## src/rtl/step_dir_position_follower_defines.svh

```systemverilog
// assertion macros for the step/direction position follower
`ifndef STEP_DIR_POSITION_FOLLOWER_DEFINES_SVH
`define STEP_DIR_POSITION_FOLLOWER_DEFINES_SVH

`ifndef SYNTH
// same-cycle implication, disabled during reset
`define SDPF_ASSERT(label, ante, cons) \
	label: assert property (@(posedge clk) disable iff (!arst_n) (ante) |-> (cons)) \
		else $error("sdpf assertion failed");
// next-cycle implication, disabled during reset
`define SDPF_ASSERT_NXT(label, ante, cons) \
	label: assert property (@(posedge clk) disable iff (!arst_n) (ante) |=> (cons)) \
		else $error("sdpf assertion failed");
`else
`define SDPF_ASSERT(label, ante, cons)
`define SDPF_ASSERT_NXT(label, ante, cons)
`endif

`endif

```

## src/rtl/sdpf_pkg.sv

```systemverilog
package sdpf_pkg;

	// default position counter width
	localparam int unsigned POSITION_WIDTH_DEF = 32;

	// configuration reset values and limits
	localparam logic [15:0] HALF_PERIOD_RST  = 16'd26;
	localparam logic [7:0]  DEBOUNCE_THR_RST = 8'd128;
	localparam logic [7:0]  DEBOUNCE_MAX     = 8'd254;

	// configuration register indexes
	typedef enum logic [1:0] {
		REG_HALF_PERIOD  = 2'd0,
		REG_DEBOUNCE_THR = 2'd1
	} cfg_reg_t;

	// request commands
	typedef enum logic [2:0] {
		CMD_NONE      = 3'd0,
		CMD_INC       = 3'd1,
		CMD_DEC       = 3'd2,
		CMD_ADD       = 3'd3,
		CMD_SUB       = 3'd4,
		CMD_SET       = 3'd5,
		CMD_ZERO_TGT  = 3'd6,
		CMD_ZERO_ALL  = 3'd7
	} cmd_t;

	// debounced step event toward the target
	typedef struct packed {
		logic step;
		logic fwd;
	} dbnc_evt_t;

endpackage

```

## src/rtl/step_dir_position_follower.sv

```systemverilog
// step/direction position follower
// a result is registered and presented in the cycle after its request is accepted
// throughput: one request per cycle; the single output register stalls input
// only while a result waits and the output side stalls
// reset: position, target, timer and debounce count clear; half period 26, threshold 128
`include "step_dir_position_follower_defines.svh"

module step_dir_position_follower #(
	parameter int unsigned POSITION_WIDTH = sdpf_pkg::POSITION_WIDTH_DEF
) (
	input  logic               clk,
	input  logic               arst_n,
	// configuration
	input  logic               cfg_write,
	input  logic [1:0]         cfg_index,
	input  logic [15:0]        cfg_data,
	// request channel
	input  logic               in_valid,
	output logic               in_stall,
	input  logic [2:0]         command,
	input  logic signed [31:0] value,
	input  logic               step_in,
	input  logic               dir_in,
	// result channel
	output logic               out_valid,
	input  logic               out_stall,
	output logic               step_out,
	output logic               dir_out,
	output logic signed [31:0] position,
	output logic signed [31:0] target,
	output logic               moving
);
	import sdpf_pkg::*;

	localparam int unsigned PW = POSITION_WIDTH;

	logic [15:0]   hp_q;
	logic [7:0]    thr_q;
	logic [PW-1:0] pos_q, tgt_q;
	logic [15:0]   tick_q;
	logic          run_q, step_q, dir_q;

	logic          acc;
	dbnc_evt_t     evt;
	logic [PW-1:0] value_w;
	logic [16:0]   tick_inc;
	logic          tmr_hit;
	logic [15:0]   tick_t, tick_n;
	logic          run_t, run_n, step_t, dir_t, start;
	logic [PW-1:0] pos_t, pos_n, tgt_n, dbn_delta, cmd_op;

	// handshake
	assign in_stall = out_valid && out_stall;
	assign acc      = in_valid && !in_stall;

	// configuration registers
	always_ff @(posedge clk or negedge arst_n) begin
		if (!arst_n) begin
			hp_q  <= HALF_PERIOD_RST;
			thr_q <= DEBOUNCE_THR_RST;
		end else if (cfg_write) begin
			unique case (cfg_reg_t'(cfg_index))
				REG_HALF_PERIOD:  hp_q  <= cfg_data;
				REG_DEBOUNCE_THR: thr_q <= cfg_data[7:0];
				default: ;
			endcase
		end
	end

	// step input debounce
	sdpf_debounce u_dbnc (
		.clk     (clk),
		.arst_n  (arst_n),
		.en      (acc),
		.step_in (step_in),
		.dir_in  (dir_in),
		.thr     (thr_q),
		.evt     (evt)
	);

	assign value_w = PW'(value);

	// half-period timer and step toggle
	always_comb begin
		tick_inc = {1'b0, tick_q} + 17'd1;
		tmr_hit  = run_q && (tick_inc >= {1'b0, hp_q});
		tick_t   = run_q ? (tmr_hit ? 16'd0 : tick_inc[15:0]) : tick_q;
		run_t    = run_q;
		step_t   = step_q;
		dir_t    = dir_q;
		pos_t    = pos_q;
		if (tmr_hit) begin
			if (step_q) begin
				// falling edge: pick direction or stop
				if ($signed(tgt_q) > $signed(pos_q)) begin
					dir_t = 1'b1;
				end else if ($signed(tgt_q) < $signed(pos_q)) begin
					dir_t = 1'b0;
				end else begin
					run_t = 1'b0;
				end
				step_t = 1'b0;
			end else begin
				// rising edge: move position
				step_t = 1'b1;
				pos_t  = dir_q ? pos_q + PW'(1) : pos_q - PW'(1);
			end
		end
	end

	// target update from debounced step and command
	always_comb begin
		dbn_delta = '0;
		if (evt.step) begin
			dbn_delta = evt.fwd ? PW'(1) : {PW{1'b1}};
		end
		cmd_op = '0;
		pos_n  = pos_t;
		tgt_n  = '0;
		unique case (cmd_t'(command))
			CMD_INC:      cmd_op = PW'(1);
			CMD_DEC:      cmd_op = {PW{1'b1}};
			CMD_ADD:      cmd_op = value_w;
			CMD_SUB:      cmd_op = -value_w;
			CMD_NONE, CMD_SET, CMD_ZERO_TGT, CMD_ZERO_ALL: cmd_op = '0;
		endcase
		unique case (cmd_t'(command))
			CMD_SET:      tgt_n = value_w;
			CMD_ZERO_TGT: tgt_n = '0;
			CMD_ZERO_ALL: begin
				tgt_n = '0;
				pos_n = '0;
			end
			CMD_NONE, CMD_INC, CMD_DEC, CMD_ADD, CMD_SUB:
				tgt_n = tgt_q + dbn_delta + cmd_op;
		endcase
		// start the timer when there is distance to cover
		start  = (tgt_n != pos_n) && !run_t;
		run_n  = run_t || start;
		tick_n = start ? 16'd0 : tick_t;
	end

	// follower state
	always_ff @(posedge clk or negedge arst_n) begin
		if (!arst_n) begin
			pos_q  <= '0;
			tgt_q  <= '0;
			tick_q <= 16'd0;
			run_q  <= 1'b0;
			step_q <= 1'b0;
			dir_q  <= 1'b0;
		end else if (acc) begin
			pos_q  <= pos_n;
			tgt_q  <= tgt_n;
			tick_q <= tick_n;
			run_q  <= run_n;
			step_q <= step_t;
			dir_q  <= dir_t;
		end
	end

	// result valid
	always_ff @(posedge clk or negedge arst_n) begin
		if (!arst_n) begin
			out_valid <= 1'b0;
		end else if (acc) begin
			out_valid <= 1'b1;
		end else if (!out_stall) begin
			out_valid <= 1'b0;
		end
	end

	// result payload
	always_ff @(posedge clk) begin
		if (acc) begin
			step_out <= step_t;
			dir_out  <= dir_t;
			position <= 32'(pos_n);
			target   <= 32'(tgt_n);
			moving   <= run_n;
		end
	end

	// a stopped timer means the position has reached the target
	`SDPF_ASSERT(a_stop_at_target, !run_q, tgt_q == pos_q)
	// the timer only stops on a falling step edge
	`SDPF_ASSERT(a_stop_on_fall, $fell(run_q), !step_q)
	// an accepted request always leaves a result behind
	`SDPF_ASSERT_NXT(a_acc_result, acc, out_valid)

endmodule

```

## src/rtl/sdpf_debounce.sv

```systemverilog
module sdpf_debounce (
	input  logic                clk,
	input  logic                arst_n,
	input  logic                en,
	input  logic                step_in,
	input  logic                dir_in,
	input  logic [7:0]          thr,
	output sdpf_pkg::dbnc_evt_t evt
);
	import sdpf_pkg::*;

	logic [7:0] cnt_q;
	logic [7:0] cnt_n;
	logic [7:0] thr_c;

	// clamp so the counter never wraps
	assign thr_c = (thr > DEBOUNCE_MAX) ? DEBOUNCE_MAX : thr;

	// count consecutive low samples, fire once at the threshold
	always_comb begin
		cnt_n    = cnt_q;
		evt.step = 1'b0;
		evt.fwd  = dir_in;
		if (!step_in) begin
			if (cnt_q == thr_c) begin
				evt.step = 1'b1;
				cnt_n    = cnt_q + 8'd1;
			end else if (cnt_q < thr_c) begin
				cnt_n = cnt_q + 8'd1;
			end
		end else begin
			cnt_n = 8'd0;
		end
	end

	always_ff @(posedge clk or negedge arst_n) begin
		if (!arst_n) begin
			cnt_q <= 8'd0;
		end else if (en) begin
			cnt_q <= cnt_n;
		end
	end

endmodule

```

## config.mk

```make
export PLATFORM = sky130hd
export DESIGN_NAME = step_dir_position_follower
export DESIGN_NICKNAME = d
export VERILOG_FILES = /design/src/rtl/sdpf_pkg.sv /design/src/rtl/step_dir_position_follower.sv /design/src/rtl/sdpf_debounce.sv
export VERILOG_INCLUDE_DIRS = /design/src /design/src/rtl
export SDC_FILE = /design/constraint.sdc
export NUM_CORES = 1
export LEC_CHECK = 0
export BUFFER_PORTS_ARGS = -buffer_cell sky130_fd_sc_hd__buf_4
export CAP_MARGIN = 10
export CORE_MARGIN = 10
export CORE_UTILIZATION = 54
export DETAILED_ROUTE_END_ITERATION = 16
export HOLD_SLACK_MARGIN = 0.1
export PLACE_DENSITY = 0.73
export SYNTH_ARGS = -nofsm -noshare
export SYNTH_HDL_FRONTEND = slang
export SYNTH_SLANG_ARGS = --single-unit
```

## constraint.sdc

```tcl
create_clock -name clk -period 18 [get_ports clk]
set_input_delay 1.8 -clock clk [delete_from_list [all_inputs] [get_ports clk]]
set_output_delay 1.8 -clock clk [all_outputs]
set_load 0.1 [all_outputs]
```

After elaboration in Yosys (flattened, before gate mapping)
Cells that the tools add are included.

Register bits after elaboration: 183. Bits in latches: 0. Bits in writable memories: 0. Bits in read-only memories: 0. Output and inout port bits: 69. Logic and storage cells: 85. Memories kept: 0.

$add $sub $neg: 7. Multiply operators: 0. Divide/modulo/power cells: 0. Magnitude comparators: 5. Equal/unequal tests: 11. Shift operators: 0. Muxes and demuxes: 29. Bitwise logic cells: 0. Reduce and logical (&&, ||, !) cells: 18.

Operator list (count): $mux 32 (6); $pmux 32 s5 (1); $pmux 32 s3 (1); $add 32x32->32 (2); $mux 16 (3); $add 32x1->32 const B (1); $gt 32x32->1 (1); $lt 32x32->1 (1); $mux 8 (4); $ne 32x32->1 (1); $neg 32->32 (1); $sub 32x1->32 const B (1); $add 16x1->17 const B (1); $ge 17x16->1 (1); $mux 1 (14); $eq 3x3->1 const B (4); $add 8x1->8 const B (1); $eq 8x8->1 (1); $gt 8x8->1 const B (1); $lt 8x8->1 (1); $reduce_and 2->1 (4); $eq 3x2->1 const B (2); $reduce_or 5->1 (1); $logic_and 1x1->1 (4); 11 further kinds (12).

Depth between registers and ports, before layout
Depth after elaboration: 13. Mapped depth: 28. Gate-level depth less buffers: 24.

Modules after synthesis
A second synthesis with hierarchy kept.

Cells, all modules: 1739. Area total of the unflattened synthesis: 15295.9 um^2.

Modules (own cells, without submodules): step_dir_position_follower (instances 1, cells an instance 1659, area an instance 14536.4 um^2, seq. area each 4719.5 um^2); sdpf_debounce (instances 1, cells an instance 80, area an instance 759.5 um^2, seq. area each 200.2 um^2).

Least setup slack after synthesis
No wires, ideal clock.

Path kind: input -> register. Start: input value[4]. End: register moving, data pin. Data arrival time: 7270 ps. Required time: 17734 ps. Path slack: 10464 ps. Stages on the path: 27. Buffers on the path: 4. Cell sequence: clkbuf_1 > nor4_1 > nand2b_1 > or3_1 > or2_2 > or3_1 > nor3_1 > xnor2_1 > a32o_1 > ha_1 > a21o_1 > ha_1 > clkbuf_1 > a21oi_1 > o21ai_1 > a221o_1 > and2_1 > or3_1 > a31oi_1 > xnor3_1 > a22o_1 > xor2_1 > nor4_4 > and2_1 > buf_6 > buf_8 > o21ai_1.

Word-level cells in the longest chain between the ends: 7.

Ends and longest elaborated chain: start: declaration (RTL line step_dir_position_follower.sv:21) `input logic signed [31:0] value,`; $neg 32->32 (RTL line step_dir_position_follower.sv:124) `CMD_SUB: cmd_op = -value_w;`; $pmux 32 s5 * (RTL line step_dir_position_follower.sv:120) `unique case (cmd_t'(command))`; $add 32x32->32 * (RTL line step_dir_position_follower.sv:135) `tgt_n = tgt_q + dbn_delta + cmd_op;`; $pmux 32 s3 * (RTL line step_dir_position_follower.sv:127) `unique case (cmd_t'(command))`; named net tgt_n[31] (RTL line step_dir_position_follower.sv:50) `logic [PW-1:0] pos_t, pos_n, tgt_n, dbn_delta, cmd_op;`; $ne 32x32->1 * (RTL line step_dir_position_follower.sv:138) `start = (tgt_n != pos_n) && !run_t;`; $logic_and 1x1->1 * (RTL line step_dir_position_follower.sv:138); $logic_or 1x1->1 * (RTL line step_dir_position_follower.sv:139) `run_n = run_t || start;`; named net run_n (RTL line step_dir_position_follower.sv:49) `logic run_t, run_n, step_t, dir_t, start;`; end signal: assignment (RTL line step_dir_position_follower.sv:180) `moving <= run_n;`; end: declaration (RTL line step_dir_position_follower.sv:31) `output logic moving`.

The timed path passes the listed nets; every way through them passes the cells marked *. A chain may end at the register's enable or synchronous reset.

Worst setup path after layout
Start: input value[6]. End: register moving, data pin.

The elaborated chain is that of the path after synthesis.

==> impl_metrics.py <==
metrics = {
    "hold_path": {
        "min_from": "thr_q[1]",
        "hold_path_end": "thr_q[1]",
        "min_path_cells": 1,
        "min_path_type": "flop to flop",
    },
    "clock_network": {
        "cts_tree": "done",
        "cts-root-buf": "clkbuf_16",
        "cts.path.max_buffers": 2,
        "htreeDepth": 4,
        "clock-sinks": 183,
        "cts_resized": 0,
        "path_clk_slew_ns": 0.07,
        "numCtsBuffers": 17,
        "insertion_delay_ns": 0.45,
        "cts_hold_buf": 0,
        "cts_setup_buffers": 0,
    },
    "finish": {
        "final_util_pct": 61.4,
        "final_common_cell": "nand2_1",
        "final_cell_mix": "nand2_1 (219), ha_1 (148), buf_4 (143), o21ai_0 (136), dfrtp_1 (112)",
        "drive_gt1_share_pct": 11.9,
        "areaGrowthSynthToFinish_pct": 12.0,
        "antenna_cells": 0,
        "final_nets": 2049,
    },
    "power": {
        "finalPower_mw": 2.71,
        "powerDensity_nw_per_um2": 159,
        "p_leak_nw": 8.06,
        "vdd_ir_drop_max_uv": 89.2,
    },
    "synth": {
        "ys_seq_elements": 183,
        "netlist_instances": 1761,
        "mappedNetlistNets": 1973,
        "synth_cell_types": 83,
        "synthesis.area_um2": 15200,
        "ys_top_cells_by_area": "dfrtp_1 (18%), edfxtp_1 (13%), ha_1 (12%), nand2_1 (5.4%), o21ai_0 (4.5%)",
        "ys_warn_count": 0,
        "synth_edf_count": 67,
        "avgSynthCellArea_um2": 8.65,
        "synth.top_cell.area_share_pct": 18.4,
        "yosysTopAreaCell": "dfrtp_1",
        "synth_ff_type": "dfrtp_1",
        "synthArstFlopShare_pct": 63.4,
        "yosysSeqAreaShare_pct": 32.3,
    },
    "worst_setup_path": {
        "worstSetupPathType": "primary input to flop",
        "cp.arrival_ns": 8.32,
        "crit_path_end_kind": "flop",
        "r2r_cells": 23,
        "critPathLaunchType": "primary input",
        "r2r_start": "thr_q[7]",
        "timing.rr.end": "moving",
        "r2r_slack_ns": 10.47,
        "critPathRequiredTime_ns": 18.17,
        "worst-path-max-fanout": 15,
    },
    "global_routing": {
        "grt_antenna_before_repair": 0,
        "grt_pass1_wl_mm": 70.1,
        "grt_pass1_vias": 12868,
        "grt_max_degree": 78,
        "grt_usage_pct": 24.4,
        "grt-ovfl-total": 0,
    },
    "routing": {
        "drc_errors": 0,
        "via_per_inst": 6.07,
        "vias": 13533,
        "wl_per_cell_um": 19.9,
        "drt-total-wl_mm": 44.3,
        "dr.pass1.iters": 6,
        "drt_iter0_markers": 1176,
        "postRouteAntennaNets": 0,
    },
    "flow_run": {
        "drv_cap": 0,
    },
    "sta": {
        "fmax_ghz": 0.123,
        "finalHoldViolations": 0,
        "max-slew-margin-rel_pct": 22.6,
        "grt_setup_unrepaired": "no",
        "fin_skew_ns": 0.0129,
        "setup_viol": 0,
        "post-route-min-period_ns": 8.15,
        "setup-tns-final_ns": 0,
        "slew_violations": 0,
        "fin_crit_sh_pct": 45.3,
        "worstMarginPinSlew_ns": 1.16,
    },
    "run_status": {
        "run_status": "finished clean",
    },
    "die": {
        "ios": 129,
        "die_w_um": 188,
        "die_area_um2": 35300,
        "rows": 61,
        "die_h_um": 188,
        "coreArea_um2": 27800,
        "initial_core_util_pct": 54.8,
    },
    "placed_design": {
        "dp_hpwl_mm": 34.1,
        "io_buffers": 128,
        "place.gp.congestion": 0.934,
    },
}
-- sequential cells by signal, indices dropped and copies added, names as in the netlist --
name          count
pos_q            32
u_dbnc.cnt_q      8
moving            1
thr_q             8
position         32
tgt_q            32
dir_q             1
out_valid         1
target           32
run_q             1
tick_q           16
dir_out           1
step_q            1
step_out          1
hp_q             16
-- power by group --
part / total (mW) / switching [mW] / internal, mW
clock network: 0.395 / 0.174 / 0.221
registers: 0.676 / 0.111 / 0.565
logic: 1.64 / 1.07 / 0.570
total: 2.71 / 1.35 / 1.36
-- critical path, stage by stage --
cell,delay [ns]
buf_4,0.13
nor4_1,0.45
nand2b_1,0.15
or3_1,0.33
or3_1,0.47
nor4_1,0.57
nand3b_1,0.19
nand2_1,0.06
ha_1,0.20
a21o_1,0.15
ha_1,0.43
nand2_1,0.11
nor3_1,0.52
nand4_1,0.18
o211ai_1,0.24
o211ai_1,0.16
mux2i_1,0.16
o311ai_0,0.33
a22oi_1,0.30
o2111ai_1,0.19
nor4_4,0.46
and2_1,0.58
o21ai_1,0.13
-- per-stage QoR --
step / instances / setup WS (ns) / instance area (um^2) / hold slack (ns)
floorplan: 1761 / 10.46 / 15200 / 0.478
global placement: 2196 / 9.64 / 16500 / 0.489
detailed placement: 2196 / 9.57 / 16500 / 0.501
CTS: 2228 / 10.02 / 17100 / 0.523
global route: 2228 / 9.35 / 17100 / 0.543
finish: 2228 / 9.85 / 17100 / 0.522
-- cells in the mapped netlist (5+ instances only) --
library cell / number
nand2_1: 220
ha_1: 148
o21ai_0: 137
dfrtp_1: 112
inv_1: 111
a21oi_1: 102
nor2_1: 80
xor2_1: 70
clkbuf_1: 69
edfxtp_1: 67
xnor2_1: 67
a21o_1: 66
nor3_1: 42
nand3_1: 41
nand2b_1: 32
nand4_1: 31
and3_1: 24
o211ai_1: 24
a32o_1: 20
mux2i_1: 19
a22oi_1: 17
or3_1: 17
o21a_1: 16
a211oi_1: 15
a31o_1: 14
mux2_2: 13
nor4_1: 13
and2_1: 12
a31oi_1: 11
o31ai_1: 11
buf_1: 9
nor2b_1: 9
o21bai_1: 9
a22o_1: 7
or2_2: 7
buf_2: 5
-- cells by family after synthesis --
kind of cell | count (synthesis) | share of synthesized area [%]
simple gates | 551 | 17.6
compound gates | 508 | 22.2
buf+inv | 197 | 5.04
flops | 183 | 32.3
fa+ha+maj | 152 | 12.7
xor+xnor | 138 | 8.02
mux | 32 | 2.21
-- worst max path at each step --
stage              from  endpoint  slack, ns  depth (start not counted)
2_1_floorplan  value[4]    moving      10.46                         27
3_3_place_gp   value[6]    moving       9.64                         24
3_5_place_dp   value[6]    moving       9.57                         23
4_1_cts        value[6]    moving      10.02                         22
5_1_grt        value[6]    moving       9.35                         23
6_report       value[6]    moving       9.85                         23
-- layer usage --
| metal | vias to the layer above | global-route usage (%) | part of all wire [%] |
|---|---|---|---|
| met5 | - | 0 | 0 |
| met4 | 0 | 7.23 | 1.8 |
| met3 | 53 | 3.71 | 6.1 |
| met2 | 427 | 39.1 | 47 |
| met1 | 6511 | 33.3 | 45 |
| li1 | 6542 | - | - |
-- layout make-up --
| class | instances | area [um^2] |
|---|---|---|
| Clock buffer | 19 | 433 |
| Clock inverter | 13 | 169 |
| Fill cell | 2520 | 10700 |
| Inverter | 111 | 419 |
| Multi-Input combinational cell | 1381 | 9570 |
| Sequential cell | 183 | 4920 |
| Tap cell | 378 | 473 |
| Timing Repair Buffer | 143 | 1070 |
Note: power is estimated with default switching activity, not from simulation.
